### src/mspc_pkg.sv
package mspc_pkg;

  // Event kinds carried by an input beat.
  typedef enum logic [1:0] {
    MODE_TICK     = 2'd0,
    MODE_RESPONSE = 2'd1,
    MODE_POLL     = 2'd2
  } mode_e;

  // Kinds of result beats.
  typedef enum logic [1:0] {
    KIND_TX_BYTE   = 2'd0,
    KIND_READING   = 2'd1,
    KIND_NOT_FOUND = 2'd2
  } kind_e;

  // Outstanding request on the bus.
  typedef enum logic [1:0] {
    CMD_NONE = 2'd0,
    CMD_PPM  = 2'd1,
    CMD_SCAN = 2'd2
  } cmd_e;

  // Configuration register indexes.
  typedef enum logic [2:0] {
    CFG_TIMEOUT_MS      = 3'd0,
    CFG_EXPECTED_HEADER = 3'd1,
    CFG_SENSOR_ENABLED  = 3'd2,
    CFG_POLL_FAIL_LIMIT = 3'd3,
    CFG_SCAN_LIMIT      = 3'd4
  } cfg_idx_e;

  // What a handled event leaves to be sent out.
  typedef enum logic [1:0] {
    JOB_NONE      = 2'd0,
    JOB_FRAME     = 2'd1,
    JOB_READING   = 2'd2,
    JOB_NOT_FOUND = 2'd3
  } job_e;

  localparam int unsigned CfgIdxW  = 3;
  localparam int unsigned CfgDataW = 16;

  localparam logic [15:0] TIMEOUT_RST     = 16'd1000;
  localparam logic [7:0]  HEADER_RST      = 8'h15;
  localparam logic [7:0]  POLL_LIMIT_RST  = 8'd5;
  localparam logic [7:0]  SCAN_LIMIT_RST  = 8'd255;
  localparam logic [7:0]  SLAVE_ADDR_RST  = 8'h15;

  localparam logic [7:0]  FUNC_READ_INPUT = 8'h04;
  localparam logic [15:0] REG_PPM         = 16'h138B;
  localparam logic [15:0] REG_FIRMWARE    = 16'h1389;
  localparam logic [15:0] REG_COUNT       = 16'h0001;
  localparam logic [15:0] CRC_POLY        = 16'hA001;
  localparam logic [15:0] CRC_INIT        = 16'hFFFF;

  typedef struct packed {
    mode_e      mode;
    logic [7:0] resp_address;
    logic [7:0] resp_value_high;
    logic [7:0] resp_value_low;
  } in_item_t;

  typedef struct packed {
    kind_e       kind;
    logic [7:0]  tx_byte;
    logic        last;
    logic [15:0] reading;
    logic        warning;
  } out_item_t;

  typedef struct packed {
    job_e        op;
    logic [7:0]  addr;
    logic        fw;
    logic [15:0] reading;
    logic        warning;
  } job_t;

  // Full CRC of a request frame; evaluated only at elaboration.
  function automatic logic [15:0] crc16_frame(input logic [7:0] addr,
                                              input logic [15:0] regv);
    logic [5:0][7:0] bytes;
    logic [15:0]     crc;
    bytes[0] = addr;
    bytes[1] = FUNC_READ_INPUT;
    bytes[2] = regv[15:8];
    bytes[3] = regv[7:0];
    bytes[4] = REG_COUNT[15:8];
    bytes[5] = REG_COUNT[7:0];
    crc = CRC_INIT;
    for (int i = 0; i < 6; i++) begin
      crc = crc ^ {8'h00, bytes[i]};
      for (int b = 0; b < 8; b++) begin
        crc = crc[0] ? ((crc >> 1) ^ CRC_POLY) : (crc >> 1);
      end
    end
    return crc;
  endfunction

  // The CRC is affine in the address byte: one column per address bit.
  function automatic logic [7:0][15:0] crc_addr_cols();
    logic [7:0][15:0] cols;
    for (int i = 0; i < 8; i++) begin
      cols[i] = crc16_frame(8'(1 << i), REG_PPM) ^ crc16_frame(8'h00, REG_PPM);
    end
    return cols;
  endfunction

  localparam logic [15:0]      CRC_BASE_PPM = crc16_frame(8'h00, REG_PPM);
  localparam logic [15:0]      CRC_BASE_FW  = crc16_frame(8'h00, REG_FIRMWARE);
  localparam logic [7:0][15:0] CRC_ADDR_COL = crc_addr_cols();

  function automatic logic [15:0] crc_addr_term(input logic [7:0] addr);
    logic [15:0] acc;
    acc = '0;
    for (int i = 0; i < 8; i++) begin
      acc = acc ^ (addr[i] ? CRC_ADDR_COL[i] : 16'h0000);
    end
    return acc;
  endfunction

endpackage

### src/mspc_if.sv
interface mspc_in_if;
  logic                 valid;
  logic                 ready;
  mspc_pkg::in_item_t   payload;

  modport source (output valid, output payload, input ready);
  modport sink   (input valid, input payload, output ready);
endinterface

interface mspc_out_if;
  logic                 valid;
  logic                 ready;
  mspc_pkg::out_item_t  payload;

  modport source (output valid, output payload, input ready);
  modport sink   (input valid, input payload, output ready);
endinterface

### src/mspc_ctrl.sv
// Poll state and configuration. Each accepted event updates the state in
// one step and hands any resulting job description to the frame sender.
module mspc_ctrl (
  input  logic                            clk_i,
  input  logic                            rst_ni,
  input  logic                            cfg_we_i,
  input  logic [mspc_pkg::CfgIdxW-1:0]    cfg_index_i,
  input  logic [mspc_pkg::CfgDataW-1:0]   cfg_data_i,
  mspc_in_if.sink                         rx,
  input  logic                            slot_free_i,
  output logic                            job_vld_o,
  output mspc_pkg::job_t                  job_o
);

  logic [15:0]    timeout_q;
  logic [7:0]     header_q;
  logic           enabled_q;
  logic [7:0]     poll_limit_q;
  logic [7:0]     scan_limit_q;

  mspc_pkg::cmd_e pend_q, pend_d;
  logic [15:0]    elapsed_q, elapsed_d;
  logic [7:0]     fail_q, fail_d;
  logic [7:0]     slave_q, slave_d;
  logic           warn_q, warn_d;

  logic           fire;
  logic [15:0]    elapsed_inc;
  logic [7:0]     fail_inc;
  logic           pend_active;
  mspc_pkg::job_e op;
  logic           fw;
  logic [15:0]    reading;

  assign rx.ready = slot_free_i;
  assign fire     = rx.valid && rx.ready;

  always_ff @(posedge clk_i or negedge rst_ni) begin
    if (!rst_ni) begin
      timeout_q    <= mspc_pkg::TIMEOUT_RST;
      header_q     <= mspc_pkg::HEADER_RST;
      enabled_q    <= 1'b1;
      poll_limit_q <= mspc_pkg::POLL_LIMIT_RST;
      scan_limit_q <= mspc_pkg::SCAN_LIMIT_RST;
    end else if (cfg_we_i) begin
      unique case (cfg_index_i)
        mspc_pkg::CFG_TIMEOUT_MS:      timeout_q    <= cfg_data_i[15:0];
        mspc_pkg::CFG_EXPECTED_HEADER: header_q     <= cfg_data_i[7:0];
        mspc_pkg::CFG_SENSOR_ENABLED:  enabled_q    <= cfg_data_i[0];
        mspc_pkg::CFG_POLL_FAIL_LIMIT: poll_limit_q <= cfg_data_i[7:0];
        mspc_pkg::CFG_SCAN_LIMIT:      scan_limit_q <= cfg_data_i[7:0];
        default: ;
      endcase
    end
  end

  assign elapsed_inc = (elapsed_q == 16'hFFFF) ? elapsed_q : elapsed_q + 16'd1;
  assign fail_inc    = (fail_q == 8'hFF) ? fail_q : fail_q + 8'd1;
  assign pend_active = (pend_q == mspc_pkg::CMD_PPM) || (pend_q == mspc_pkg::CMD_SCAN);

  always_comb begin
    pend_d    = pend_q;
    elapsed_d = elapsed_q;
    fail_d    = fail_q;
    slave_d   = slave_q;
    warn_d    = warn_q;
    op        = mspc_pkg::JOB_NONE;
    fw        = 1'b0;
    reading   = 16'h0000;
    if (fire) begin
      unique case (rx.payload.mode)
        mspc_pkg::MODE_TICK: begin
          elapsed_d = elapsed_inc;
          if (elapsed_inc > timeout_q) begin
            if (pend_q == mspc_pkg::CMD_PPM) begin
              elapsed_d = 16'h0000;
              op        = mspc_pkg::JOB_FRAME;
              if (fail_inc >= poll_limit_q) begin
                // Too many missed readings: start scanning at address zero.
                fail_d  = 8'h00;
                slave_d = 8'h00;
                pend_d  = mspc_pkg::CMD_SCAN;
                fw      = 1'b1;
              end else begin
                fail_d  = fail_inc;
                pend_d  = mspc_pkg::CMD_PPM;
              end
            end else if (pend_q == mspc_pkg::CMD_SCAN) begin
              elapsed_d = 16'h0000;
              if (fail_inc >= scan_limit_q) begin
                fail_d = 8'h00;
                pend_d = mspc_pkg::CMD_NONE;
                op     = mspc_pkg::JOB_NOT_FOUND;
              end else begin
                fail_d  = fail_inc;
                slave_d = fail_inc;
                pend_d  = mspc_pkg::CMD_SCAN;
                op      = mspc_pkg::JOB_FRAME;
                fw      = 1'b1;
              end
            end
          end
        end
        mspc_pkg::MODE_RESPONSE: begin
          if (rx.payload.resp_address != header_q) begin
            warn_d    = 1'b1;
            elapsed_d = 16'h0000;
            pend_d    = mspc_pkg::CMD_PPM;
            op        = mspc_pkg::JOB_FRAME;
          end else begin
            warn_d = 1'b0;
            if (pend_q == mspc_pkg::CMD_PPM) begin
              pend_d    = mspc_pkg::CMD_NONE;
              elapsed_d = 16'h0000;
              op        = mspc_pkg::JOB_READING;
              reading   = {rx.payload.resp_value_high, rx.payload.resp_value_low};
            end else if (pend_q == mspc_pkg::CMD_SCAN) begin
              // Firmware reply found the sensor; ask for a reading next.
              fail_d    = 8'h00;
              elapsed_d = 16'h0000;
              pend_d    = mspc_pkg::CMD_PPM;
              op        = mspc_pkg::JOB_FRAME;
            end else begin
              pend_d    = mspc_pkg::CMD_NONE;
              elapsed_d = 16'h0000;
            end
          end
        end
        mspc_pkg::MODE_POLL: begin
          if (enabled_q && !(pend_active && (elapsed_q < timeout_q))) begin
            elapsed_d = 16'h0000;
            pend_d    = mspc_pkg::CMD_PPM;
            op        = mspc_pkg::JOB_FRAME;
          end
        end
        default: ;
      endcase
    end
  end

  always_ff @(posedge clk_i or negedge rst_ni) begin
    if (!rst_ni) begin
      pend_q    <= mspc_pkg::CMD_NONE;
      elapsed_q <= 16'h0000;
      fail_q    <= 8'h00;
      slave_q   <= mspc_pkg::SLAVE_ADDR_RST;
      warn_q    <= 1'b0;
    end else begin
      pend_q    <= pend_d;
      elapsed_q <= elapsed_d;
      fail_q    <= fail_d;
      slave_q   <= slave_d;
      warn_q    <= warn_d;
    end
  end

  assign job_vld_o     = fire && (op != mspc_pkg::JOB_NONE);
  assign job_o.op      = op;
  assign job_o.addr    = slave_d;
  assign job_o.fw      = fw;
  assign job_o.reading = reading;
  assign job_o.warning = warn_d;

endmodule

### src/mspc_frame_tx.sv
// Job holding register followed by the beat sender. A frame job leaves as
// eight beats; the other jobs leave as one beat.
module mspc_frame_tx (
  input  logic            clk_i,
  input  logic            rst_ni,
  input  logic            job_vld_i,
  input  mspc_pkg::job_t  job_i,
  output logic            slot_free_o,
  mspc_out_if.source      tx
);

  mspc_pkg::job_t slot_q;
  logic           slot_vld_q;
  mspc_pkg::job_t cur_q;
  logic           cur_vld_q;
  logic [2:0]     idx_q;

  logic           cur_last;
  logic           beat_fire;
  logic           advance;
  logic [15:0]    reg_word;
  logic [15:0]    crc;
  logic [7:0]     frame_byte;

  assign cur_last    = (cur_q.op != mspc_pkg::JOB_FRAME) || (idx_q == 3'd7);
  assign beat_fire   = tx.valid && tx.ready;
  assign advance     = !cur_vld_q || (beat_fire && cur_last);
  assign slot_free_o = !slot_vld_q || advance;

  always_ff @(posedge clk_i or negedge rst_ni) begin
    if (!rst_ni) begin
      slot_vld_q <= 1'b0;
      cur_vld_q  <= 1'b0;
      idx_q      <= 3'd0;
    end else begin
      if (advance) begin
        cur_vld_q <= slot_vld_q;
        idx_q     <= 3'd0;
      end else if (beat_fire) begin
        idx_q <= idx_q + 3'd1;
      end
      if (slot_free_o) begin
        slot_vld_q <= job_vld_i;
      end
    end
  end

  always_ff @(posedge clk_i) begin
    if (advance && slot_vld_q) begin
      cur_q <= slot_q;
    end
    if (slot_free_o && job_vld_i) begin
      slot_q <= job_i;
    end
  end

  assign reg_word = cur_q.fw ? mspc_pkg::REG_FIRMWARE : mspc_pkg::REG_PPM;
  assign crc      = (cur_q.fw ? mspc_pkg::CRC_BASE_FW : mspc_pkg::CRC_BASE_PPM)
                    ^ mspc_pkg::crc_addr_term(cur_q.addr);

  // Frame layout: address, function, register, count, CRC low then high.
  always_comb begin
    unique case (idx_q)
      3'd0:    frame_byte = cur_q.addr;
      3'd1:    frame_byte = mspc_pkg::FUNC_READ_INPUT;
      3'd2:    frame_byte = reg_word[15:8];
      3'd3:    frame_byte = reg_word[7:0];
      3'd4:    frame_byte = mspc_pkg::REG_COUNT[15:8];
      3'd5:    frame_byte = mspc_pkg::REG_COUNT[7:0];
      3'd6:    frame_byte = crc[7:0];
      default: frame_byte = crc[15:8];
    endcase
  end

  always_comb begin
    tx.valid           = cur_vld_q;
    tx.payload.last    = cur_last;
    tx.payload.warning = cur_q.warning;
    tx.payload.tx_byte = 8'h00;
    tx.payload.reading = 16'h0000;
    unique case (cur_q.op)
      mspc_pkg::JOB_FRAME: begin
        tx.payload.kind    = mspc_pkg::KIND_TX_BYTE;
        tx.payload.tx_byte = frame_byte;
      end
      mspc_pkg::JOB_READING: begin
        tx.payload.kind    = mspc_pkg::KIND_READING;
        tx.payload.reading = cur_q.reading;
      end
      default: begin
        tx.payload.kind = mspc_pkg::KIND_NOT_FOUND;
      end
    endcase
  end

endmodule

### src/modbus_sensor_poll_controller.sv
// Modbus RTU poll master for a gas sensor.
// Channel rx_i takes one event per beat: a one millisecond tick, the decoded
// fields of a five-byte response, or a poll request. Channel tx_o gives result
// beats: the eight bytes of a read-input-register request frame (last set on
// the CRC high byte), a concentration reading, or a sensor-not-found report.
// Every result beat carries the warning flag as left by its event.
// Configuration is written through cfg_we_i / cfg_index_i / cfg_data_i, one
// register per cycle; the user must write it only while no event is in flight,
// which the block itself does not enforce. An accepted event updates the poll
// state in the same cycle; its results pass through the job holding register
// and the current-job register to tx_o. A frame occupies tx_o for eight beats
// from the single byte sender, so with a ready receiver that sender limits
// frame-producing events, while other events are accepted one per cycle.
// One event's job waits in a holding register, so rx_i keeps accepting while
// a finished beat is stalled on tx_o; once that register is full rx_i stalls.
// Reset restores the register defaults, clears pending request, elapsed time,
// fail count and warning, and sets the slave address to 0x15.
module modbus_sensor_poll_controller (
  input  logic                            clk_i,
  input  logic                            rst_ni,
  input  logic                            cfg_we_i,
  input  logic [mspc_pkg::CfgIdxW-1:0]    cfg_index_i,
  input  logic [mspc_pkg::CfgDataW-1:0]   cfg_data_i,
  mspc_in_if.sink                         rx_i,
  mspc_out_if.source                      tx_o
);

  // Job hand-over between the state update and the beat sender.
  logic           job_vld;
  mspc_pkg::job_t job;
  logic           slot_free;

  mspc_ctrl u_ctrl (
    .clk_i       (clk_i),
    .rst_ni      (rst_ni),
    .cfg_we_i    (cfg_we_i),
    .cfg_index_i (cfg_index_i),
    .cfg_data_i  (cfg_data_i),
    .rx          (rx_i),
    .slot_free_i (slot_free),
    .job_vld_o   (job_vld),
    .job_o       (job)
  );

  mspc_frame_tx u_frame_tx (
    .clk_i       (clk_i),
    .rst_ni      (rst_ni),
    .job_vld_i   (job_vld),
    .job_i       (job),
    .slot_free_o (slot_free),
    .tx          (tx_o)
  );

  // A job is only produced when the holding register can take it.
  a_job_has_room: assert property (
    @(posedge clk_i) disable iff (!rst_ni) job_vld |-> slot_free
  ) else $error("job produced while the holding register is full");

  // The bytes of a frame follow each other without a gap.
  a_frame_contiguous: assert property (
    @(posedge clk_i) disable iff (!rst_ni)
      (tx_o.valid && tx_o.ready && !tx_o.payload.last) |=>
      (tx_o.valid && (tx_o.payload.kind == mspc_pkg::KIND_TX_BYTE))
  ) else $error("frame interrupted");

  // Reading and not-found reports are single beats.
  a_single_beat_last: assert property (
    @(posedge clk_i) disable iff (!rst_ni)
      (tx_o.valid && (tx_o.payload.kind != mspc_pkg::KIND_TX_BYTE)) |->
      (tx_o.payload.last && (tx_o.payload.tx_byte == 8'h00))
  ) else $error("single-beat result malformed");

endmodule
### src/flat_wrapper.sv
// flat-port wrapper written by rule: the top's interface ports become plain ports
module modbus_sensor_poll_controller_flat 
  (clk_i, rst_ni, cfg_we_i, cfg_index_i, cfg_data_i, rx_i_valid, rx_i_payload, rx_i_ready, tx_o_valid, tx_o_payload, tx_o_ready);
  mspc_in_if rx_i_i ();
  mspc_out_if tx_o_i ();
  input  logic clk_i;
  input  logic rst_ni;
  input  logic cfg_we_i;
  input  logic [mspc_pkg::CfgIdxW-1:0] cfg_index_i;
  input  logic [mspc_pkg::CfgDataW-1:0] cfg_data_i;
  input wire logic [$bits(rx_i_i.valid)-1:0] rx_i_valid;
  input wire logic [$bits(rx_i_i.payload)-1:0] rx_i_payload;
  output wire logic [$bits(rx_i_i.ready)-1:0] rx_i_ready;
  output wire logic [$bits(tx_o_i.valid)-1:0] tx_o_valid;
  output wire logic [$bits(tx_o_i.payload)-1:0] tx_o_payload;
  input wire logic [$bits(tx_o_i.ready)-1:0] tx_o_ready;
  assign rx_i_i.valid = rx_i_valid;
  assign rx_i_i.payload = rx_i_payload;
  assign rx_i_ready = rx_i_i.ready;
  assign tx_o_valid = tx_o_i.valid;
  assign tx_o_payload = tx_o_i.payload;
  assign tx_o_i.ready = tx_o_ready;
  modbus_sensor_poll_controller u_core (.clk_i(clk_i), .rst_ni(rst_ni), .cfg_we_i(cfg_we_i), .cfg_index_i(cfg_index_i), .cfg_data_i(cfg_data_i), .rx_i(rx_i_i), .tx_o(tx_o_i));
endmodule
### config.mk
export PLATFORM = sky130hd
export DESIGN_NAME = modbus_sensor_poll_controller_flat
export DESIGN_NICKNAME = d
export VERILOG_FILES = /design/src/mspc_pkg.sv /design/src/mspc_if.sv /design/src/mspc_ctrl.sv /design/src/mspc_frame_tx.sv /design/src/modbus_sensor_poll_controller.sv /design/src/flat_wrapper.sv
export SDC_FILE = /design/constraint.sdc
export NUM_CORES = 1
export LEC_CHECK = 0
export BUFFER_PORTS_ARGS = -buffer_cell sky130_fd_sc_hd__buf_2
export CAP_MARGIN = 30
export CORE_ASPECT_RATIO = 1.75
export CORE_MARGIN = 2
export CORE_UTILIZATION = 55
export CTS_CLUSTER_DIAMETER = 40
export DETAILED_ROUTE_END_ITERATION = 7
export GPL_TIMING_DRIVEN = 0
export PLACE_DENSITY = 0.75
export SLEW_MARGIN = 20
export SYNTH_ARGS = -nofsm -noshare
export SYNTH_HDL_FRONTEND = slang
export SYNTH_SLANG_ARGS = --single-unit
### constraint.sdc
create_clock -name clk_i -period 4.8 [get_ports clk_i]
set_clock_uncertainty 0.05 [all_clocks]
set_input_delay 0.72 -clock clk_i [delete_from_list [all_inputs] [get_ports clk_i]]
set_output_delay 0.72 -clock clk_i [all_outputs]
set_load 0.01 [all_outputs]
==> results.md <==
* CTS Buf Count at 17
* Synth Register Bits at around 140
* Chip Height at around 160 µm
* P_leak at 4.04 nW
* Non-Filler Instances at slightly above 1,000
* Filler instances at ~1,100
* Critical path buffer and inverter count at 2
* Synth Instances at between 700 and 800
* Site Rows at 57
* CTS tree: yes
* Commonest non-fill, non-tap cell in the layout: buf_2
* Port buffer count at between 70 and 80
* Boundary pin count at 80
* Die width at ~94 µm
* Min Tclk post-route at between 4 and 5 ns
* Largest cells by area after synthesis: edfxtp_1, dfrtp_1, ha_1
* Maximum vdd ir drop at about 0.00023 V
* CP required at about 4.9 ns
* Mean Syn Cell Area at roughly 11 µm²
* Synth warn at 0
* Detail Placement HPWL at 13.8 mm
* DRT iter0 DRCs at roughly 250
* Vias per Instance at about 5.9
* Max Used Layer: met4
* Hold Crit Class: in -> async
* Power Density at around 380 nW/µm²
* Share of cells above drive strength 1 at 0.231
* Crit end category: flop
* Post-synth top area share at 0.218
* Synth area leader: edfxtp_1
* GP Congestion at ~0.91
* Worst slew pin tran at slightly below 0.9 ns
* Clock Pin Slew Worst Setup and Hold Paths at around 0.070 ns
* Largest net degree at the start of global routing at between 40 and 50
* Routed wl met2 at 10.1 mm
* Area of the multi-input gates at 3690 µm²
* Number of synthesized flops with an enable pin at 56
* Synth cell types at 72
* Total grt overflow at 0
* # DRC at 0
* Ys flop type: dfrtp_1
* Commonest non-fill, non-tap cells in the layout: buf_2, nand2_1, ha_1, inv_1, dfrtp_1
* WP data arrival at approximately 4.5 ns
* Top delay family on crit path: compound AO/OA/AOI/OAI gates
* Vias at 5,937
* WL met1 at approximately 6.1 mm
* Clk Tree Root Cell: clkbuf_16
* Vias in the first global route at 5,997
* CP Class: reg -> reg
* Final ANT Viol Nets at 0
* Postcts setup bufs at 0
* CP Launch Type: flop
* Die footprint at 15,100 µm²
* Core box area at between 10,000 and 15,000 µm²
* First-pass GRT wire length at ~28 mm
* Met3 wire length at around 760 µm
* Number of diodes at 0
* Initial Util at 0.559
* Setup Viol. Count Final at 0
* Sequential cell area at between 3000 and 4000 µm²
* Max Cap Viol at 0
* Unrepaired setup endpoints after global routing: false
* H-tree depth at 4
* Wire per inst at between 15 and 20 µm
* Slowest cell on crit path: dfrtp_1
* Total GRT Usage at 0.243
* Final period util at 0.907
* Final WL at roughly 18 mm
* Synth-to-layout area growth at 16.8%
* Cell area after synthesis at 7730 µm²
* CP peak stage delay at roughly 0.52 ns
* CTS Sinks at between 100 and 150
* Flop-to-flop setup slack at about 0.45 ns
* Clk Latency, worst-skew pair at approximately 0.42 ns
* Fin nets at about 930
* Placed insts at between 900 and 1,000
* Maximum fanout along the worst path at 27
* Post-synthesis sequential area ratio at 0.484
* Utilization after layout at 0.652
* Critical path cell sequence: nand4_2 > nor3_2 > nand4_2 > nand3_1 > o21ai_0 > inv_1 > ha_1 > a21oi_1 > o221ai_1 > a22oi_1 > a21oi_1 > a41oi_1 > o21ai_4 > buf_16
* Ys async rst share at 0.591
* Slew margin rel. at 0.401
* Final Max Tran Viols at 0
* Syn_nets at between 800 and 900
* Achievable clock frequency at 0.230 GHz
* Hold Vio Cnt, Final at 0
* Initial antenna violation count at 0
* CTS Buffer Depth at 2
* DRT Pass-1 Iters at 8
* Status: complete, no violations
## state kept, by name, indices dropped and copies added (netlist names), 2 cells and up
signal and count:
u_core.u_ctrl.elapsed_q 16, u_core.u_ctrl.fail_q 8, u_core.u_ctrl.header_q 8, u_core.u_ctrl.pend_q 2, u_core.u_ctrl.poll_limit_q 8, u_core.u_ctrl.scan_limit_q 8
u_core.u_ctrl.slave_q 8, u_core.u_ctrl.timeout_q 16, u_core.u_frame_tx.cur_q 27, u_core.u_frame_tx.idx_q 3, u_core.u_frame_tx.slot_q 28
## metal layers
| metal | up-vias | global-route usage |
|---|---|---|
| met3 | 64 | 0.0403 |
| met1 | 2850 | 0.236 |
| li1 | 2791 | - |
| met5 | - | 0 |
| met2 | 232 | 0.461 |
| met4 | 0 | 0.149 |
## path summary, 6_finish.rpt
| path | from | end | cells after the start |
|---|---|---|---|
| max in group asynchronous | rst_ni | u_core.u_ctrl.slave_q[2] | 2 |
| min in group clk_i | u_core.u_frame_tx.slot_q[20] | u_core.u_frame_tx.cur_q[20] | 0 |
| hold reg to reg | u_core.u_frame_tx.slot_q[20] | u_core.u_frame_tx.cur_q[20] | 0 |
| hold / removal | rst_ni | u_core.u_ctrl.header_q[1] | 1 |
| setup / recovery | u_core.u_ctrl.elapsed_q[3] | u_core.u_frame_tx.slot_q[1] | 14 |
| setup reg to reg | u_core.u_ctrl.elapsed_q[3] | u_core.u_frame_tx.slot_q[1] | 14 |
## cell usage after synthesis (5+ instances only)
master,instances
inv_1,64
and3_1,6
xor2_1,12
and2_1,35
nand3_1,16
a22o_1,15
dfrtp_1,58
clkbuf_1,11
xnor2_1,13
nor3_1,7
ha_1,65
mux2i_1,6
a21oi_1,28
nand4_1,6
o2bb2ai_1,7
nand2_1,65
edfxtp_1,56
mux2_2,19
nor2b_1,8
o21ai_0,56
o221ai_1,5
dfstp_2,23
a31oi_1,5
o21a_1,5
nor4_1,6
nand2b_1,11
nor2_1,28
## cells by family after synthesis
logic type,share of synthesized area
compound gates,0.150
xor+xnor,0.0283
fa+ha+maj,0.105
buf+inv,0.0421
flops,0.484
mux,0.0374
simple gates,0.153
## power breakdown
part	total, W	switching [W]	internal, W
clock	0.00126	0.000569	0.000691
combinational	0.000738	0.000444	0.000294
sequential	0.00146	0.0000858	0.00138
total	0.00346	0.00110	0.00236
## stage by stage
| step | worst slack, ns | total power [W] | cell area [µm²] | hold slack (ns) | TNS [ns] |
|---|---|---|---|---|---|
| 6_report | 0.446 | 0.00346 | 9030 | 0.232 | 0 |
| 5_1_grt | 0.159 | 0.00362 | 9030 | 0.267 | 0 |
| 4_1_cts | 0.412 | 0.00347 | 9020 | 0.248 | 0 |
| 3_5_place_dp | 0.437 | 0.00221 | 8440 | 0.355 | 0 |
| 3_3_place_gp | -0.516 | 0.00215 | 8340 | 0.350 | -14.39 |
| 2_1_floorplan | 0.402 | 0.00196 | 7730 | 0.350 | 0 |
## final cells by class
type | instances | area share
plain buffers | 17 | 0.00943
clock buffers | 17 | 0.0471
clock inverters | 15 | 0.0171
inverters | 64 | 0.0266
multi-input cells | 499 | 0.409
flip-flops and latches | 137 | 0.414
well taps | 177 | 0.0245
repair buffers | 81 | 0.0518
## timing repair
action / in CTS / in global routing
hold buffers: 0 / 0
setup endpoints to repair: 0 / 27
resized for setup: 0 / 1
(Power assumes the default switching activity.)
